===== src/fbpa_pkg.sv =====
// Package for the fixed block pool allocator: field widths, status codes,
// register map and the command/status structs between controller and datapath.
// No dependencies.
`timescale 1ns / 1ps
`default_nettype none

package fbpa_pkg;

    // Fixed field widths of the channels and the register
    localparam int IDX_W   = 10;
    localparam int CNT_W   = 11;
    localparam int DATA_W  = 32;
    localparam int PADDR_W = 3;

    // Pool size limits
    localparam int MAX_BLOCKS_DEFAULT = 1024;
    localparam logic [CNT_W-1:0] POOL_RESET = 11'd1024;

    // Register index decoded from the word address bit
    localparam logic REG_POOL_BLOCKS = 1'b0;

    // Operation codes on the input word
    localparam logic OP_ALLOC   = 1'b0;
    localparam logic OP_RELEASE = 1'b1;

    // Result status codes
    typedef enum logic [1:0] {
        ST_OK        = 2'd0,
        ST_EXHAUSTED = 2'd1,
        ST_NULL      = 2'd2,
        ST_OVERFLOW  = 2'd3
    } t_status;

    // Controller to datapath
    typedef struct packed {
        logic accept_alloc;
        logic accept_release;
        logic finish_alloc;
    } t_cmd;

    // Datapath to controller
    typedef struct packed {
        logic in_is_alloc;
    } t_stat;

endpackage

`default_nettype wire


===== src/fbpa_ctrl.sv =====
// Controller of the allocator: sequencing state machine and result valid flag.
// Depends on fbpa_pkg for the command and status structs.
`timescale 1ns / 1ps
`default_nettype none

module fbpa_ctrl (
    input  wire logic            i_clk,
    input  wire logic            i_rst_n,
    input  wire logic            i_in_valid,
    output logic                 o_in_ready,
    output logic                 o_out_valid,
    input  wire logic            i_out_ready,
    input  wire fbpa_pkg::t_stat i_stat,
    output fbpa_pkg::t_cmd       o_cmd
);

    typedef enum logic [1:0] {
        S_IDLE  = 2'b01,
        S_ALLOC = 2'b10
    } t_state;

    t_state r_state, n_state;
    logic   r_out_valid, n_out_valid;
    logic   out_free;
    logic   accept;
    logic   out_load;

    // Result slot is free when empty or being taken this cycle
    assign out_free   = !r_out_valid || i_out_ready;
    assign o_in_ready = (r_state == S_IDLE) && out_free;
    assign accept     = i_in_valid && o_in_ready;

    // Sequence: release finishes on accept, allocate waits in S_ALLOC for the link read
    always_comb begin
        n_state  = r_state;
        o_cmd    = '0;
        out_load = 1'b0;
        case (r_state)
            S_IDLE: begin
                if (accept) begin
                    if (i_stat.in_is_alloc) begin
                        o_cmd.accept_alloc = 1'b1;
                        n_state            = S_ALLOC;
                    end else begin
                        o_cmd.accept_release = 1'b1;
                        out_load             = 1'b1;
                    end
                end
            end
            S_ALLOC: begin
                if (out_free) begin
                    o_cmd.finish_alloc = 1'b1;
                    out_load           = 1'b1;
                    n_state            = S_IDLE;
                end
            end
            default: begin
                n_state = S_IDLE;
            end
        endcase
    end

    // Hold the result valid until the receiver takes the word
    always_comb begin
        n_out_valid = r_out_valid;
        if (out_load) begin
            n_out_valid = 1'b1;
        end else if (i_out_ready) begin
            n_out_valid = 1'b0;
        end
    end

    always_ff @(posedge i_clk) begin
        if (!i_rst_n) begin
            r_state     <= S_IDLE;
            r_out_valid <= 1'b0;
        end else begin
            r_state     <= n_state;
            r_out_valid <= n_out_valid;
        end
    end

    assign o_out_valid = r_out_valid;

endmodule

`default_nettype wire


===== config.mk =====
export PLATFORM = sky130hd
export DESIGN_NAME = fbpa_ctrl
export DESIGN_NICKNAME = d
export VERILOG_FILES = /design/src/fbpa_pkg.sv /design/src/fbpa_ctrl.sv
export SDC_FILE = /design/constraint.sdc
export NUM_CORES = 1
export LEC_CHECK = 0
export BUFFER_PORTS_ARGS = -buffer_cell sky130_fd_sc_hd__buf_2
export CAP_MARGIN = 20
export CORE_AREA = 2 2 39 41
export CTS_BUF_LIST = sky130_fd_sc_hd__clkbuf_8
export DETAILED_ROUTE_END_ITERATION = 8
export DIE_AREA = 0 0 41 43
export HOLD_SLACK_MARGIN = 0.08
export PLACE_DENSITY = 0.34
export SLEW_MARGIN = 25
export SYNTH_ARGS = -nofsm -noshare
export SYNTH_HDL_FRONTEND = slang
export SYNTH_SLANG_ARGS = --single-unit

===== constraint.sdc =====
create_clock -name i_clk -period 2.2 [get_ports i_clk]
set_clock_uncertainty 0.1 [all_clocks]
set_input_delay 0.22 -clock i_clk [delete_from_list [all_inputs] [get_ports i_clk]]
set_output_delay 0.22 -clock i_clk [all_outputs]
set_load 0.1 [all_outputs]

==> run metrics, run 1 <==
outcome completed; post-synth cell types 14; Die X around 40 um; r2r startpoint r_state[0]$_SDFFE_PN1P_; Syn Area/Cell ~8.5 um^2; clk root buf clkbuf_8; full die area 1760 um^2; Syn Nets 30; startpoint types flip-flop; Slew Viols, Final 0; I/O pin cnt 10; worst path cell trace inv_1, ha_1, nand2_1, nor3b_4, buf_2; post-CTS setup buffers 0; final-layout fill cell count roughly 150; Worst path slowest cell buf_2; routed wire length about 420 um; Setup crit end kind output port; vias in the first global route 186; P&R area growth vs syn 61.8%; CTS tree done; RSZ-0062 raised after global routing false; post-layout util a little under a quarter; endpoints failing setup 0; minimum clock period between 1.5 and 2 ns; initial drt markers 1; Seq cells post-synth 3; Hold Path End r_state[0]$_SDFFE_PN1P_; Inst Count DP 48; Core Area 1380 um^2; Sequential Power Share 19.8%; Port Buffers 9; Crit path max-delay family buffers and inverters; drt wl/cell 8.10 um; Congestion Overflow GR 0; CP peak stage delay approximately 0.44 ns; crit path DAT approximately 1.5 ns; global-route wire length before repair 696 um; post-cts hold buffer count 0; Worst Path Buf+Inv 2; Clock Tree Buf Depth 2; Rows 14; vias approximately 190; Pint between 0.0002 and 0.00025 W; hold path depth 2; setup TNS 0 ns; Seq/Total Area, Yosys 30.6%; yosys warns 0; DRC 0; multi-input logic area approximately 130 um^2; Final Hold Fails 0; Seq. cell area between 60 and 70 um^2; Slew Limit Headroom 67.7%; clock buffer count from CTS 3; combinational share of power approximately a third; clock slew at reported path FFs roughly 0.030 ns; Synth Instances 23; die height about 43 um; Power Dens Cells around 1000 nW/um^2; share of cells above drive strength 1 between 40% and 50%; post-route ant nets 0; htree depth 1; Leakage roughly 0.17 nW; post-CTS sizing 0; detailed placement HPWL roughly 360 um; P_sw 0.000117 W; worst hold path class in2reg; Reg2Reg Setup Slack 1.03 ns; worst r2r path cells 5; CP required about 1.9 ns; clock share of power between 40% and 50%; Max Clk Rate around 550 MHz; worst-path maximum fanout 4; GRT Resource Usage Total under 10%; switching share of power between 30% and 40%; nets 44; Crit Path Class reg2out; clk_lat worst skew 0.22 ns; Pre-antenna DRT Iters 3; Slew @ Worst Pin 0.488 ns; ant diodes 0; Max-Cap Viols 0; fin cells 52; Clock Sinks 3; Final period util between 80% and 90%; R2R Path End r_state[1]$_SDFFE_PN0P_; vias per cell about 3.7; hold_sp i_rst_n; Final GP Congestion about 0.7; initial antenna violation count 0; Starting Density 14.2%; cell area after synthesis around 200 um^2; largest net degree at the start of global routing 6; Max VDD drop 0.000300 V
==> cells by family (layout without fill, tap and decap cells) <==
| group | Yosys count | after routing | share of synthesized area [%] |
|---|---|---|---|
| buffers and inverters | 4 | 17 | 7.64 |
| DFF | 3 | 3 | 30.6 |
| adders and majority gates | 2 | 2 | 12.7 |
| AOI/OAI and AO/OA | 6 | 6 | 17.8 |
| and+or+nand+nor | 8 | 8 | 31.2 |
==> cells in the mapped netlist <==
cell	instances	area share (%)
a21oi_1	2	5.1
o21ai_0	1	2.5
nand3b_1	1	3.8
nor3_1	1	2.5
nor3b_1	1	3.8
nand2_1	1	1.9
inv_1	4	7.6
and4_4	1	5.7
ha_1	2	13
dfxtp_1	3	31
o21a_1	2	7.6
and2_1	2	6.4
o21ai_1	1	2.5
nand2b_4	1	7.0
==> per-stage QoR <==
step | power (W) | hold slack (ns) | area (um^2) | setup slack, ns
floorplan | 0.000148 | 0.200 | 208 | 0.138
global placement | 0.000164 | 0.338 | 273 | 0.607
detailed placement | 0.000164 | 0.349 | 273 | 0.593
CTS | 0.000320 | 0.131 | 318 | 0.365
global route | 0.000336 | 0.148 | 318 | 0.266
finish | 0.000318 | 0.130 | 318 | 0.384
==> worst max-delay path by stage <==
stage | from | endpoint | slack, ns | cells past startpoint
4_1_cts | r_state[1]$_SDFFE_PN0P_ | o_cmd[1] | 0.36 | 5
6_report | r_state[1]$_SDFFE_PN0P_ | o_cmd[1] | 0.38 | 5
3_3_place_gp | r_state[1]$_SDFFE_PN0P_ | o_cmd[1] | 0.61 | 5
2_1_floorplan | o_out_valid$_SDFFE_PN0P_ | o_cmd[1] | 0.14 | 2
3_5_place_dp | r_state[1]$_SDFFE_PN0P_ | o_cmd[1] | 0.59 | 5
5_1_grt | r_state[1]$_SDFFE_PN0P_ | o_cmd[1] | 0.27 | 5
==> layout make-up <==
type,instances,area share [%]
clock buffers,3,13.0
clock inverters,1,1.18
inverters,4,4.72
multi-input cells,16,41.7
flip-flops and latches,3,18.9
well taps,16,6.30
repair buffers,9,14.2
==> power by group through the flow <==
| stage | clock, W | combinational [W] | sequential [W] |
|---|---|---|---|
| global route | 0.000166 | 0.000107 | 0.0000639 |
| detailed placement | 0 | 0.000101 | 0.0000637 |
| global placement | 0 | 0.000101 | 0.0000635 |
| CTS | 0.000156 | 0.000101 | 0.0000630 |
| finish | 0.000155 | 0.000100 | 0.0000629 |
| floorplan | 0 | 0.0000739 | 0.0000740 |
==> metal layers <==
metal  part of all wire, %  GRT usage, %  vias up
met5                     0             0        -
li1                      -             -      102
met2                    38          8.13        9
met1                    45          7.67       82
met4                     0          2.00        0
met3                    18          4.71        0
==> worst reg2reg max path, stage by stage, from the launching register on <==
cell      delay (ns)
dfxtp_1         0.34
inv_1           0.05
ha_1            0.21
nand3b_1        0.12
a21oi_1         0.08
o21a_1          0.16
==> sequential cells by signal, summed over array words and instances (netlist names) <==
register     flops
r_state          2
o_out_valid      1
==> cells in the final DEF, fill, tap and decap left out, drive strengths merged, types with 2 or more instances in the layout <==
| cell type | n |
|---|---|
| a21oi | 2 |
| and2 | 2 |
| buf | 9 |
| clkbuf | 3 |
| dfxtp | 3 |
| ha | 2 |
| inv | 5 |
| o21a | 2 |
| o21ai | 2 |
No activity file was read; power rests on OpenSTA's default activity.
==> run 2: changes to the inputs <==
- PLACE_DENSITY: 0.34 -> 0.35
- clock period: 2.2 -> 1.6 ns (I/O delays scaled with it)
==> run 2 against run 1 <==
Register-to-register slack worse by 0.62 ns. Utilization up 6.6 points. Sequential power up 41%. Power up 51%. Clock power up 37%. Final cell count up 1.9%. Critical endpoint unchanged. Largest cell class unchanged. Largest power group unchanged. Highest routed layer unchanged.
==> run metrics, run 2 (synthesis gave the netlist of run 1 again) <==
DRC 0; Final period util between 90% and 100%; Max Clk Rate roughly 670 MHz; worst path cell trace inv_2, ha_4, nand2_2, nor3b_4, buf_12; share of cells above drive strength 1 56.8%; WP depth 5; clk_lat worst skew 0.22 ns; minimum clock period about 1.5 ns; vias in the first global route 200; Slew Viols, Final 0; Starting Density about 14%; Final Hold Fails 0; initial drt markers 1; GRT Resource Usage Total under 10%; Rows 14; switching share of power a little over a third; R2R Path End o_out_valid$_SDFFE_PN0P_; worst r2r path cells 4; final-layout fill cell count around 150; Biggest register r_state; Worst path slowest cell dfxtp_2; detailed placement HPWL a little under 400 um; Crit path max-delay family flip-flops; outcome completed; post-CTS sizing 0; Min Hold Slack 0.242 ns; Congestion Overflow GR 0; Slew Limit Headroom between 60 and 70%; largest net degree at the start of global routing 6; clock slew at reported path FFs 0.03 ns; Max-Cap Viols 0; routed wire length around 450 um; I/O pin cnt 10; Worst Path Buf+Inv 2; crit path DAT roughly 1.2 ns; Crit Path Class reg2out; Critical path destination o_cmd[1]; Sequential Power Share approximately 19%; post-layout util between 20% and 30%; Port Buffers 9; Pre-antenna DRT Iters 2; RSZ-0062 raised after global routing false; Crit. Startpoint r_state[1]$_SDFFE_PN0P_; worst-path maximum fanout 4; P_sw approximately 0.00017 W; clock share of power about 44%; vias per cell about 3.6; Power Dens Cells around 1200 nW/um^2; worst hold path class in2reg; initial antenna violation count 0; Final GP Congestion around 0.7; die height around 43 um; Largest register FFs 2; CP required roughly 1.3 ns; r2r startpoint r_state[0]$_SDFFE_PN1P_; startpoint types flip-flop; global-route wire length before repair between 700 and 800 um; clock buffer count from CTS 3; clk root buf clkbuf_8; commonest non-fill, non-tap cell in the layout buf_2; Core Area approximately 1400 um^2; Reg2Reg Setup Slack a little over 0.4 ns; Leakage ~0.19 nW; post-route ant nets 0; endpoints failing setup 0; Clock Sinks 3; CP peak stage delay 0.31 ns; Slew @ Worst Pin ~0.48 ns; Setup crit end kind output port; P&R area growth vs syn 108%; Max VDD drop 0.000397 V; ant diodes 0; most frequent cells in the layout buf_2 (5), inv_1 (4), buf_12 (4); vias 189; Clock Tree Buf Depth 2; CTS tree done; Pint between 0.0003 and 0.0004 W; drt wl/cell around 8.5 um; htree depth 1; Die X between 40 and 50 um; nets 45; combinational share of power 37.0%; full die area roughly 1800 um^2
## run 2: metal layers
metal  part of all wire, %  vias to the layer above  global-route usage [%]
li1                      -                      104                       -
met1                    41                       81                    6.05
met2                    55                        4                    10.3
met3                   4.2                        0                    1.57
met4                     0                        0                    10.0
met5                     0                        -                       0
## run 2: worst reg2reg max path, cell delays in order (launching register included)
cell and delay, ns:
dfxtp_2 0.35, inv_1 0.05, ha_1 0.30, nor3_1 0.18
o21a_1 0.14
## run 2: final cells by class
| class | count | area, um^2 | area share, % |
|---|---|---|---|
| multi-input cells | 16 | 148 | 36.1 |
| inverters | 4 | 15.0 | 3.67 |
| repair buffers | 10 | 115 | 28.1 |
| well taps | 16 | 20.0 | 4.89 |
| clock inverters | 1 | 3.75 | 0.917 |
| flip-flops and latches | 3 | 66.3 | 16.2 |
| clock buffers | 3 | 41.3 | 10.1 |
## run 2: how the worst min path moves through the flow
| stage | startpoint | end | slack (ns) | depth (start not counted) |
|---|---|---|---|---|
| after floorplan | i_rst_n | r_state[0]$_SDFFE_PN1P_ | 0.14 | 1 |
| final | i_stat | o_out_valid$_SDFFE_PN0P_ | 0.24 | 3 |
| after global routing | i_stat | o_out_valid$_SDFFE_PN0P_ | 0.28 | 3 |
| after CTS | i_stat | o_out_valid$_SDFFE_PN0P_ | 0.25 | 3 |
| after global placement | i_rst_n | r_state[0]$_SDFFE_PN1P_ | 0.27 | 2 |
| after detailed placement | i_rst_n | r_state[0]$_SDFFE_PN1P_ | 0.27 | 2 |
## run 2: per-stage QoR
stage	power (W)	setup WS [ns]	area [um^2]	instances	TNS [ns]
after floorplan	0.000211	-0.0734	229	23	-0.0734
after global placement	0.000267	0.343	354	48	0
after detailed placement	0.000268	0.328	354	48	0
after CTS	0.000490	0.0955	409	53	0
after global routing	0.000506	0.0591	409	53	0
final	0.000480	0.108	409	53	0
## run 2: timing repair
item	4_1_cts	5_1_grt
endpoints found under the hold margin	3	0
hold buffers	1	0
buffers inserted	0	0
## run 2: power groups by stage
stage | combinational (W) | clock [W] | sequential (W)
after floorplan | 0.000107 | 0 | 0.000104
after global placement | 0.000177 | 0 | 0.0000900
after detailed placement | 0.000178 | 0 | 0.0000900
after CTS | 0.000180 | 0.000222 | 0.0000891
after global routing | 0.000188 | 0.000228 | 0.0000899
final | 0.000178 | 0.000213 | 0.0000890
